`src/rtl/core/mouse_quadrature_tick_pacer_unit_assert.svh`:
```
// Assertion macros used by the pacer RTL.
// Depends on nothing; included by modules that carry concurrent checks.
`ifndef MOUSE_QUADRATURE_TICK_PACER_UNIT_ASSERT_SVH
`define MOUSE_QUADRATURE_TICK_PACER_UNIT_ASSERT_SVH

// The expression must hold at every clock edge outside reset.
`define MQTP_ASSERT_ALWAYS(label, clk, rst_n, expr) \
    label: assert property (@(posedge clk) disable iff (!rst_n) (expr)) \
        else $error("assertion failed: invariant");

// When the antecedent holds, the consequent must hold in the next cycle.
`define MQTP_ASSERT_NEXT(label, clk, rst_n, ante, cons) \
    label: assert property (@(posedge clk) disable iff (!rst_n) (ante) |=> (cons)) \
        else $error("assertion failed: next-cycle implication");

`endif

```
`src/rtl/core/mqtp_pkg.sv`:
```
// Types and constants of the quadrature tick pacer.
// Depends on nothing; used by every module of the block.
package mqtp_pkg;

    localparam int CFG_IDX_W  = 1;
    localparam int CFG_DATA_W = 16;

    localparam logic [14:0] MAX_BACKLOG_RST       = 15'd4096;
    localparam logic [15:0] TRANSITION_PERIOD_RST = 16'd0;

    typedef enum logic [1:0] {
        CMD_MOVE = 2'd0,
        CMD_TICK = 2'd1,
        CMD_READ = 2'd2
    } t_cmd;

    typedef enum logic [CFG_IDX_W-1:0] {
        REG_MAX_BACKLOG       = 1'd0,
        REG_TRANSITION_PERIOD = 1'd1
    } t_cfg_reg;

    typedef struct packed {
        t_cmd               cmd;
        logic signed [11:0] delta_x;
        logic signed [11:0] delta_y;
    } t_in_beat;

    typedef struct packed {
        logic               x_fired;
        logic               x_positive;
        logic               y_fired;
        logic               y_positive;
        logic               irq_level;
        logic signed [15:0] backlog_x;
        logic signed [15:0] backlog_y;
    } t_out_beat;

    typedef struct packed {
        logic [14:0] max_backlog;
        logic [15:0] transition_period;
    } t_cfg;

endpackage

```
`src/rtl/core/mqtp_cfg_regs.sv`:
```
// Configuration register file of the quadrature tick pacer.
// Depends on mqtp_pkg for the register codes and the configuration struct.
module mqtp_cfg_regs (
    input  logic                            i_clk,
    input  logic                            i_rst_n,
    input  logic                            i_cfg_valid,
    output logic                            o_cfg_ready,
    input  logic [mqtp_pkg::CFG_IDX_W-1:0]  i_cfg_index,
    input  logic [mqtp_pkg::CFG_DATA_W-1:0] i_cfg_data,
    output mqtp_pkg::t_cfg                  o_cfg
);

    mqtp_pkg::t_cfg r_cfg;

    assign o_cfg_ready = 1'b1;
    assign o_cfg       = r_cfg;

    always_ff @(posedge i_clk) begin
        if (!i_rst_n) begin
            r_cfg.max_backlog       <= mqtp_pkg::MAX_BACKLOG_RST;
            r_cfg.transition_period <= mqtp_pkg::TRANSITION_PERIOD_RST;
        end else if (i_cfg_valid) begin
            unique case (mqtp_pkg::t_cfg_reg'(i_cfg_index))
                mqtp_pkg::REG_MAX_BACKLOG: begin
                    r_cfg.max_backlog <= i_cfg_data[14:0];
                end
                mqtp_pkg::REG_TRANSITION_PERIOD: begin
                    r_cfg.transition_period <= i_cfg_data[15:0];
                end
                default: begin
                end
            endcase
        end
    end

endmodule

```
`src/rtl/core/mqtp_core.sv`:
```
// Backlog, step and pacing state of the quadrature tick pacer with its update logic.
// Depends on mqtp_pkg and on the assertion macro header.
`include "mouse_quadrature_tick_pacer_unit_assert.svh"

module mqtp_core #(
    parameter int BACKLOG_BITS = 16
) (
    input  logic                i_clk,
    input  logic                i_rst_n,
    input  logic                i_accept,
    input  mqtp_pkg::t_in_beat  i_beat,
    input  mqtp_pkg::t_cfg      i_cfg,
    output mqtp_pkg::t_out_beat o_beat
);

    localparam int SW = ((BACKLOG_BITS > 16) ? BACKLOG_BITS : 16) + 2;
    localparam logic [SW-1:0] CAP = SW'((64'd1 << (BACKLOG_BITS - 1)) - 64'd1);

    logic signed [BACKLOG_BITS-1:0] r_pend_x, n_pend_x;
    logic signed [BACKLOG_BITS-1:0] r_pend_y, n_pend_y;
    logic [1:0]                     r_step_x, n_step_x;
    logic [1:0]                     r_step_y, n_step_y;
    logic                           r_irq, n_irq;
    logic [15:0]                    r_since, n_since;
    logic                           r_started, n_started;

    logic [SW-1:0]        max_ext;
    logic signed [SW-1:0] lim;
    logic signed [SW-1:0] px_ext, py_ext, dx_ext, dy_ext;
    logic signed [SW-1:0] sx_ext, sy_ext;
    logic signed [SW-1:0] nx_ext, ny_ext;
    logic [15:0]          since_inc;

    function automatic logic signed [SW-1:0] clamp_lim(
        input logic signed [SW-1:0] v,
        input logic signed [SW-1:0] l
    );
        logic signed [SW-1:0] r;
        if (v > l) begin
            r = l;
        end else if (v < -l) begin
            r = -l;
        end else begin
            r = v;
        end
        return r;
    endfunction

    function automatic logic signed [SW-1:0] step_val(input logic [1:0] s);
        logic signed [SW-1:0] r;
        if (!s[1]) begin
            r = '0;
        end else if (s[0]) begin
            r = SW'(1);
        end else begin
            r = '1;
        end
        return r;
    endfunction

    assign max_ext = {{(SW - 15){1'b0}}, i_cfg.max_backlog};
    assign lim     = (max_ext < CAP) ? max_ext : CAP;

    assign px_ext = {{(SW - BACKLOG_BITS){r_pend_x[BACKLOG_BITS-1]}}, r_pend_x};
    assign py_ext = {{(SW - BACKLOG_BITS){r_pend_y[BACKLOG_BITS-1]}}, r_pend_y};
    assign dx_ext = {{(SW - 12){i_beat.delta_x[11]}}, i_beat.delta_x};
    assign dy_ext = -{{(SW - 12){i_beat.delta_y[11]}}, i_beat.delta_y};
    assign sx_ext = step_val(r_step_x);
    assign sy_ext = step_val(r_step_y);

    assign since_inc = (r_since != 16'hFFFF) ? r_since + 16'd1 : r_since;

    always_comb begin
        n_pend_x  = r_pend_x;
        n_pend_y  = r_pend_y;
        n_step_x  = r_step_x;
        n_step_y  = r_step_y;
        n_irq     = r_irq;
        n_since   = r_since;
        n_started = r_started;
        o_beat    = '0;
        unique case (i_beat.cmd)
            mqtp_pkg::CMD_MOVE: begin
                if (i_beat.delta_x != '0) begin
                    n_pend_x = BACKLOG_BITS'(clamp_lim(px_ext + dx_ext, lim));
                end
                if (i_beat.delta_y != '0) begin
                    n_pend_y = BACKLOG_BITS'(clamp_lim(py_ext + dy_ext, lim));
                end
            end
            mqtp_pkg::CMD_TICK: begin
                n_since = since_inc;
                if (!r_irq && (r_pend_x != '0 || r_pend_y != '0)) begin
                    if (i_cfg.transition_period == '0) begin
                        n_irq = 1'b1;
                    end else if (!r_started || since_inc >= i_cfg.transition_period) begin
                        n_irq     = 1'b1;
                        n_started = 1'b1;
                        n_since   = '0;
                    end
                end
                if (n_irq && !r_irq) begin
                    n_step_x = {r_pend_x != '0, !r_pend_x[BACKLOG_BITS-1] && r_pend_x != '0};
                    n_step_y = {r_pend_y != '0, !r_pend_y[BACKLOG_BITS-1] && r_pend_y != '0};
                end
            end
            mqtp_pkg::CMD_READ: begin
                o_beat.x_fired    = r_step_x[1];
                o_beat.x_positive = r_step_x[0];
                o_beat.y_fired    = r_step_y[1];
                o_beat.y_positive = r_step_y[0];
                if (r_irq) begin
                    n_pend_x = BACKLOG_BITS'(clamp_lim(px_ext - sx_ext, lim));
                    n_pend_y = BACKLOG_BITS'(clamp_lim(py_ext - sy_ext, lim));
                    n_step_x = '0;
                    n_step_y = '0;
                    n_irq    = 1'b0;
                end
            end
            default: begin
            end
        endcase
        nx_ext = {{(SW - BACKLOG_BITS){n_pend_x[BACKLOG_BITS-1]}}, n_pend_x};
        ny_ext = {{(SW - BACKLOG_BITS){n_pend_y[BACKLOG_BITS-1]}}, n_pend_y};
        o_beat.irq_level = n_irq;
        o_beat.backlog_x = nx_ext[15:0];
        o_beat.backlog_y = ny_ext[15:0];
    end

    always_ff @(posedge i_clk) begin
        if (!i_rst_n) begin
            r_pend_x  <= '0;
            r_pend_y  <= '0;
            r_step_x  <= '0;
            r_step_y  <= '0;
            r_irq     <= 1'b0;
            r_since   <= '0;
            r_started <= 1'b0;
        end else if (i_accept) begin
            r_pend_x  <= n_pend_x;
            r_pend_y  <= n_pend_y;
            r_step_x  <= n_step_x;
            r_step_y  <= n_step_y;
            r_irq     <= n_irq;
            r_since   <= n_since;
            r_started <= n_started;
        end
    end

    `MQTP_ASSERT_ALWAYS(a_irq_has_step, i_clk, i_rst_n, !r_irq || r_step_x[1] || r_step_y[1])
    `MQTP_ASSERT_ALWAYS(a_idle_no_step, i_clk, i_rst_n, r_irq || (r_step_x == '0 && r_step_y == '0))
    `MQTP_ASSERT_NEXT(a_read_drops_irq, i_clk, i_rst_n, i_accept && i_beat.cmd == mqtp_pkg::CMD_READ, !r_irq)
    `MQTP_ASSERT_NEXT(a_steps_held, i_clk, i_rst_n, i_accept && r_irq && i_beat.cmd != mqtp_pkg::CMD_READ, $stable(r_step_x) && $stable(r_step_y))

endmodule

```
`src/rtl/core/mouse_quadrature_tick_pacer_unit.sv`:
```
// Quadrature tick pacer: saturating X/Y backlogs paced into quadrature steps.
// Output: the result beat of each accepted input beat is registered in the output register.
// Throughput: one beat per cycle unless stalled; the output frees on the same edge it is taken.
// Reset: synchronous, active low; clears backlogs, steps, interrupt, pacing state and output valid.
// Depends on mqtp_pkg, mqtp_cfg_regs and mqtp_core.
module mouse_quadrature_tick_pacer_unit #(
    parameter int BACKLOG_BITS = 16
) (
    input  logic                            i_clk,
    input  logic                            i_rst_n,
    input  logic                            i_in_valid,
    output logic                            o_in_ready,
    input  mqtp_pkg::t_in_beat              i_in_beat,
    output logic                            o_out_valid,
    input  logic                            i_out_ready,
    output mqtp_pkg::t_out_beat             o_out_beat,
    input  logic                            i_cfg_valid,
    output logic                            o_cfg_ready,
    input  logic [mqtp_pkg::CFG_IDX_W-1:0]  i_cfg_index,
    input  logic [mqtp_pkg::CFG_DATA_W-1:0] i_cfg_data
);

    mqtp_pkg::t_cfg      cfg;
    mqtp_pkg::t_out_beat core_beat;
    mqtp_pkg::t_out_beat r_out_beat;
    logic                r_out_valid;
    logic                in_accept;

    assign o_in_ready  = !r_out_valid || i_out_ready;
    assign in_accept   = i_in_valid && o_in_ready;
    assign o_out_valid = r_out_valid;
    assign o_out_beat  = r_out_beat;

    mqtp_cfg_regs u_cfg_regs (
        .i_clk       (i_clk),
        .i_rst_n     (i_rst_n),
        .i_cfg_valid (i_cfg_valid),
        .o_cfg_ready (o_cfg_ready),
        .i_cfg_index (i_cfg_index),
        .i_cfg_data  (i_cfg_data),
        .o_cfg       (cfg)
    );

    mqtp_core #(
        .BACKLOG_BITS (BACKLOG_BITS)
    ) u_core (
        .i_clk    (i_clk),
        .i_rst_n  (i_rst_n),
        .i_accept (in_accept),
        .i_beat   (i_in_beat),
        .i_cfg    (cfg),
        .o_beat   (core_beat)
    );

    always_ff @(posedge i_clk) begin
        if (!i_rst_n) begin
            r_out_valid <= 1'b0;
        end else if (in_accept) begin
            r_out_valid <= 1'b1;
        end else if (i_out_ready) begin
            r_out_valid <= 1'b0;
        end
    end

    always_ff @(posedge i_clk) begin
        if (in_accept) begin
            r_out_beat <= core_beat;
        end
    end

endmodule
```
`config.mk`:
```
export PLATFORM = sky130hd
export DESIGN_NAME = mouse_quadrature_tick_pacer_unit
export DESIGN_NICKNAME = d
export VERILOG_FILES = /design/src/rtl/core/mqtp_pkg.sv /design/src/rtl/core/mqtp_cfg_regs.sv /design/src/rtl/core/mqtp_core.sv /design/src/rtl/core/mouse_quadrature_tick_pacer_unit.sv
export VERILOG_INCLUDE_DIRS = /design/src /design/src/rtl/core
export SDC_FILE = /design/constraint.sdc
export NUM_CORES = 1
export LEC_CHECK = 0
export BUFFER_PORTS_ARGS = -buffer_cell sky130_fd_sc_hd__buf_2
export CORE_MARGIN = 1
export CORE_UTILIZATION = 25
export CTS_CLUSTER_DIAMETER = 40
export DETAILED_ROUTE_END_ITERATION = 10
export PLACE_DENSITY = 0.46
export SETUP_SLACK_MARGIN = 0.02
export SLEW_MARGIN = 20
export SYNTH_ARGS = -nofsm -noshare
export SYNTH_HDL_FRONTEND = slang
export SYNTH_SLANG_ARGS = --single-unit
```
`constraint.sdc`:
```
create_clock -name i_clk -period 5.25 [get_ports i_clk]
set_input_delay 1.05 -clock i_clk [delete_from_list [all_inputs] [get_ports i_clk]]
set_output_delay 1.05 -clock i_clk [all_outputs]
set_load 0.02 [all_outputs]
```
==> impl_results.html <==
<table>
<tr><th>Metric</th><th>Value</th></tr>
<tr><th colspan="2">Run status</th></tr>
<tr><td>Run status</td><td>complete, but fails checks</td></tr>
<tr><td>Violations in the final reports</td><td>DRC</td></tr>
<tr><th colspan="2">Final layout</th></tr>
<tr><td>Number of diodes added for antenna fixing</td><td>0</td></tr>
<tr><td>Number of standard cells in the layout, taps in and fillers out</td><td>2872</td></tr>
<tr><td>Layout Nets</td><td>2373</td></tr>
<tr><td>Cell area after layout</td><td>18300 um^2</td></tr>
<tr><td>Area growth from synthesis to layout</td><td>31.3%</td></tr>
<tr><td>Fin util</td><td>about a third</td></tr>
<tr><td>Share of layout cells above drive strength 1</td><td>25.7%</td></tr>
<tr><th colspan="2">Detailed routing</th></tr>
<tr><td>Vias</td><td>15300</td></tr>
<tr><td>Remaining routing DRC violations</td><td>1</td></tr>
<tr><td>Average wire per cell in the routed design</td><td>about 22 um</td></tr>
<tr><td>Routed vias/inst</td><td>5.32</td></tr>
<tr><td>DRC marker count from the first detailed-route iteration</td><td>approximately 1100</td></tr>
<tr><td>Total routed wirelength</td><td>just over 60000 um</td></tr>
<tr><td>Number of iterations in the first detailed-routing pass</td><td>8</td></tr>
<tr><td>Post-DRT Antenna Nets</td><td>0</td></tr>
<tr><th colspan="2">Critical path</th></tr>
<tr><td>Data arrival time at the worst-slack endpoint</td><td>approximately 5.2 ns</td></tr>
<tr><td>Required time of the critical path</td><td>5.42 ns</td></tr>
<tr><td>Critical path fanouts, max</td><td>7</td></tr>
<tr><td>Buf+Inv Stages, Crit Path</td><td>8</td></tr>
<tr><td>Peak per-stage delay on the critical path</td><td>approximately 0.53 ns</td></tr>
<tr><td>Startpoint Class</td><td>input pin</td></tr>
<tr><td>Crit path top cell by count</td><td>sky130_fd_sc_hd__buf_4</td></tr>
<tr><td>Slowest stage cell, crit path</td><td>sky130_fd_sc_hd__or4_1</td></tr>
<tr><td>Endpoint class of the critical path</td><td>flip-flop</td></tr>
<tr><td>Flop2flop setup slack</td><td>about 0.27 ns</td></tr>
<tr><td>Category of the critical setup timing path</td><td>input pin to flip-flop</td></tr>
<tr><td>Top cell family by delay on the critical path</td><td>simple AND/OR/NAND/NOR gates</td></tr>
<tr><th colspan="2">Timing</th></tr>
<tr><td>Worst slew pin tran</td><td>1.09 ns</td></tr>
<tr><td>Final number of max-transition violations</td><td>0</td></tr>
<tr><td>Final setup viols</td><td>0</td></tr>
<tr><td>Worst slew slack as a fraction of its limit</td><td>27.1%</td></tr>
<tr><td>Setup skew after layout</td><td>0.0100 ns</td></tr>
<tr><td>Maximum clock frequency</td><td>0.198 GHz</td></tr>
<tr><td>Unrepaired setup endpoints after global routing</td><td>yes</td></tr>
<tr><td>Least setup slack across all paths after layout</td><td>0.190 ns</td></tr>
<tr><td>Final-layout setup total negative slack</td><td>0 ns</td></tr>
<tr><td>Hold WS</td><td>~0.48 ns</td></tr>
<tr><td>Hold Violations, Final</td><td>0</td></tr>
<tr><td>Final critical delay including setup and external delays</td><td>5.06 ns</td></tr>
<tr><td>Final period util</td><td>between 90% and 100%</td></tr>
<tr><th colspan="2">CTS</th></tr>
<tr><td>TritonCTS clock tree</td><td>done</td></tr>
<tr><td>Hold buffer count at CTS</td><td>0</td></tr>
<tr><td>Skew-Pair Late Insertion Delay</td><td>~0.44 ns</td></tr>
<tr><td>TritonCTS Sinks</td><td>123</td></tr>
<tr><td>Clock root buffer master</td><td>sky130_fd_sc_hd__clkbuf_16</td></tr>
<tr><td>Number of levels the H-tree was split into</td><td>4</td></tr>
<tr><td>Worst-case clock buffer depth</td><td>2</td></tr>
<tr><td>Number of buffers created by CTS</td><td>17</td></tr>
<tr><td>Clock transition at the registers of the reported paths</td><td>0.06 ns</td></tr>
<tr><th colspan="2">Global routing</th></tr>
<tr><td>Number of global-route vias before repair</td><td>14700</td></tr>
<tr><td>Largest net degree at the start of global routing</td><td>between 80 and 90</td></tr>
<tr><td>Global route overflow</td><td>0</td></tr>
<tr><td>Total global routing track utilization</td><td>21.4%</td></tr>
<tr><td>Antenna violations before repair</td><td>0</td></tr>
<tr><td>Global-route wire length before repair</td><td>91700 um</td></tr>
<tr><th colspan="2">Pwr</th></tr>
<tr><td>Pleak</td><td>between 8 and 9 nW</td></tr>
<tr><td>Clock network power share</td><td>between 15 and 20%</td></tr>
<tr><td>PnR Total Power</td><td>7.19 mW</td></tr>
<tr><td>Net load switching power</td><td>3.29 mW</td></tr>
<tr><td>Cell internal power dissipation</td><td>3.90 mW</td></tr>
<tr><td>Proportion of total power due to net switching</td><td>between 40% and 50%</td></tr>
<tr><td>Seq pwr share</td><td>between 10% and 20%</td></tr>
<tr><td>Pwr dens</td><td>around 390 nW/um^2</td></tr>
<tr><td>Combinational power share</td><td>66.4%</td></tr>
<tr><td>Worst IR drop on VDD</td><td>0.000276 V</td></tr>
<tr><th colspan="2">Logic synthesis</th></tr>
<tr><td>Count of cell types in the netlist</td><td>87</td></tr>
<tr><td>Cell accounting for the most synthesized area</td><td>sky130_fd_sc_hd__ha_1</td></tr>
<tr><td>Count of flip-flops with a built-in enable after synthesis</td><td>37</td></tr>
<tr><td>Synth async-reset ratio</td><td>0%</td></tr>
<tr><td>Instance count of the mapped netlist</td><td>1780</td></tr>
<tr><td>Primary flip-flop cell chosen by synthesis mapping</td><td>sky130_fd_sc_hd__dfxtp_1</td></tr>
<tr><td>Post-synth top cells</td><td>sky130_fd_sc_hd__ha_1 (210), sky130_fd_sc_hd__nand2_1 (201), sky130_fd_sc_hd__a21oi_1 (158)</td></tr>
<tr><td>Top cells by area, synth</td><td>sky130_fd_sc_hd__ha_1 (19%), sky130_fd_sc_hd__dfxtp_1 (12%), sky130_fd_sc_hd__edfxtp_1 (8.0%)</td></tr>
<tr><td>Proportion of synthesized chip area in sequential cells</td><td>20.3%</td></tr>
<tr><td>Area fraction of the dominant cell type after synthesis</td><td>18.9%</td></tr>
<tr><td>Summed instance area of the synthesized netlist</td><td>13900 um^2</td></tr>
<tr><td>Number of nets produced by synthesis</td><td>2042</td></tr>
<tr><td>Number of synthesized register bits</td><td>between 100 and 150</td></tr>
<tr><td>Most common cell in the synthesized netlist</td><td>sky130_fd_sc_hd__ha_1</td></tr>
<tr><td>Count of warnings emitted by yosys</td><td>0</td></tr>
<tr><td>Syn_area_per_cell</td><td>7.83 um^2</td></tr>
<tr><th colspan="2">Placed design</th></tr>
<tr><td>Number of instances in the placed design</td><td>2836</td></tr>
<tr><td>DPL Wire Length</td><td>between 40000 and 50000 um</td></tr>
<tr><td>Final weighted congestion in routability-driven placement</td><td>0.937</td></tr>
<tr><td>Placement Setup Slack</td><td>-0.418 ns</td></tr>
<tr><td>Count of input and output buffers</td><td>86</td></tr>
<tr><td>Post-Place Cell Area</td><td>17300 um^2</td></tr>
<tr><th colspan="2">Floorplanning</th></tr>
<tr><td>Io pins</td><td>88</td></tr>
<tr><td>Total Die Area</td><td>56700 um^2</td></tr>
<tr><td>Die Wd</td><td>238 um</td></tr>
<tr><td>Standard-cell rows</td><td>86</td></tr>
<tr><td>Initial core utilization</td><td>25.3%</td></tr>
<tr><td>Chip Height</td><td>238 um</td></tr>
<tr><td>Area of the core region</td><td>55100 um^2</td></tr>
<tr><th colspan="2">Run</th></tr>
<tr><td>Number of maximum-capacitance violations</td><td>0</td></tr>
<tr><th colspan="2">Min path</th></tr>
<tr><td>Class of the tightest hold or removal check</td><td>flip-flop to flip-flop</td></tr>
</table>
## timing repair
item / CTS / global route
endpoints found under the setup margin: 29 / 64
resized for setup: 12 / 71
setup buffers: 0 / 4
pin swaps: 1 / 20
## tightest hold or removal path: stages (launching register included)
cell                      delay [ns]
sky130_fd_sc_hd__dfxtp_1        0.32
sky130_fd_sc_hd__nand2_1        0.06
sky130_fd_sc_hd__a21oi_1        0.05
## cell usage in the layout, fill, tap and decap left out, types with 18 or more instances in the layout
master,netlist,layout
sky130_fd_sc_hd__and2_1,19,18
sky130_fd_sc_hd__xor2_1,20,20
sky130_fd_sc_hd__mux2i_1,26,25
sky130_fd_sc_hd__dfxtp_1,86,85
sky130_fd_sc_hd__nand2_1,201,200
sky130_fd_sc_hd__nor2_1,110,106
sky130_fd_sc_hd__inv_1,95,93
sky130_fd_sc_hd__a31oi_1,26,24
sky130_fd_sc_hd__o21ai_0,111,97
sky130_fd_sc_hd__nor4_1,32,28
sky130_fd_sc_hd__a21oi_1,158,151
sky130_fd_sc_hd__edfxtp_1,37,37
sky130_fd_sc_hd__ha_1,210,207
sky130_fd_sc_hd__a211oi_1,38,30
sky130_fd_sc_hd__o21a_1,35,35
sky130_fd_sc_hd__buf_4,1,294
sky130_fd_sc_hd__xnor2_1,47,37
sky130_fd_sc_hd__o211ai_1,31,31
sky130_fd_sc_hd__a21o_1,45,45
sky130_fd_sc_hd__nand2b_1,28,26
sky130_fd_sc_hd__nand3_1,48,48
sky130_fd_sc_hd__buf_2,5,86
sky130_fd_sc_hd__nor3_1,30,30
sky130_fd_sc_hd__nand4_1,23,23
## worst paths after layout
kind / depth (start not counted) / start / to
max: 25 / i_in_beat[12] / o_out_beat[25]
min: 2 / u_cfg_regs.o_cfg[12] / u_cfg_regs.o_cfg[12]
max reg2reg: 22 / u_core.r_step_y[0] / u_core.r_pend_y[2]
min reg2reg: 2 / u_cfg_regs.o_cfg[12] / u_cfg_regs.o_cfg[12]
## layer usage
layer	wire length [um]	vias up	part of all wire (%)	global-route usage (%)
met5	0	-	0	0
met4	1800	0	2.9	7.21
met3	3320	69	5.4	3.20
met2	28600	426	46	35.3
met1	28200	7423	45	28.5
li1	-	7361	-	-
## flip-flops by register name (all words and copies together) (netlist names)
name and cells:
o_out_beat 37, o_out_valid 1, u_cfg_regs.o_cfg 31, u_core.r_irq 1
u_core.r_pend_x 16, u_core.r_pend_y 16, u_core.r_since 16, u_core.r_started 1
u_core.r_step_x 2, u_core.r_step_y 2
## cells by family (layout without fill, tap and decap cells)
kind of cell    count (synthesis)  count (layout)  share of synthesized area (%)
xor+xnor                       67              67                           4.21
buf+inv                       168             512                           4.71
fa+ha+maj                     216             216                           19.6
simple gates                  573             573                           19.9
mux                            42              42                           3.19
flops                         123             123                           20.3
other cells                     1               1                         0.0269
compound gates                590             590                           28.0
## power groups by stage
stage	sequential [mW]	combinational [mW]	clock (mW)
CTS	1.16	4.55	1.27
finish	1.16	4.78	1.25
floorplan	1.19	2.58	0
global placement	1.18	4.45	0
detailed placement	1.18	4.49	0
global route	1.17	5.19	1.31
## cell type report
type	instances	area (um^2)
clock inverter	15	180
fill	5931	36800
multi-input combinational	1489	10900
inverter	97	364
timing repair buffer	383	2690
clock buffer	17	425
tap	748	936
sequential	123	2830
Power figures use the tool's default switching activity.
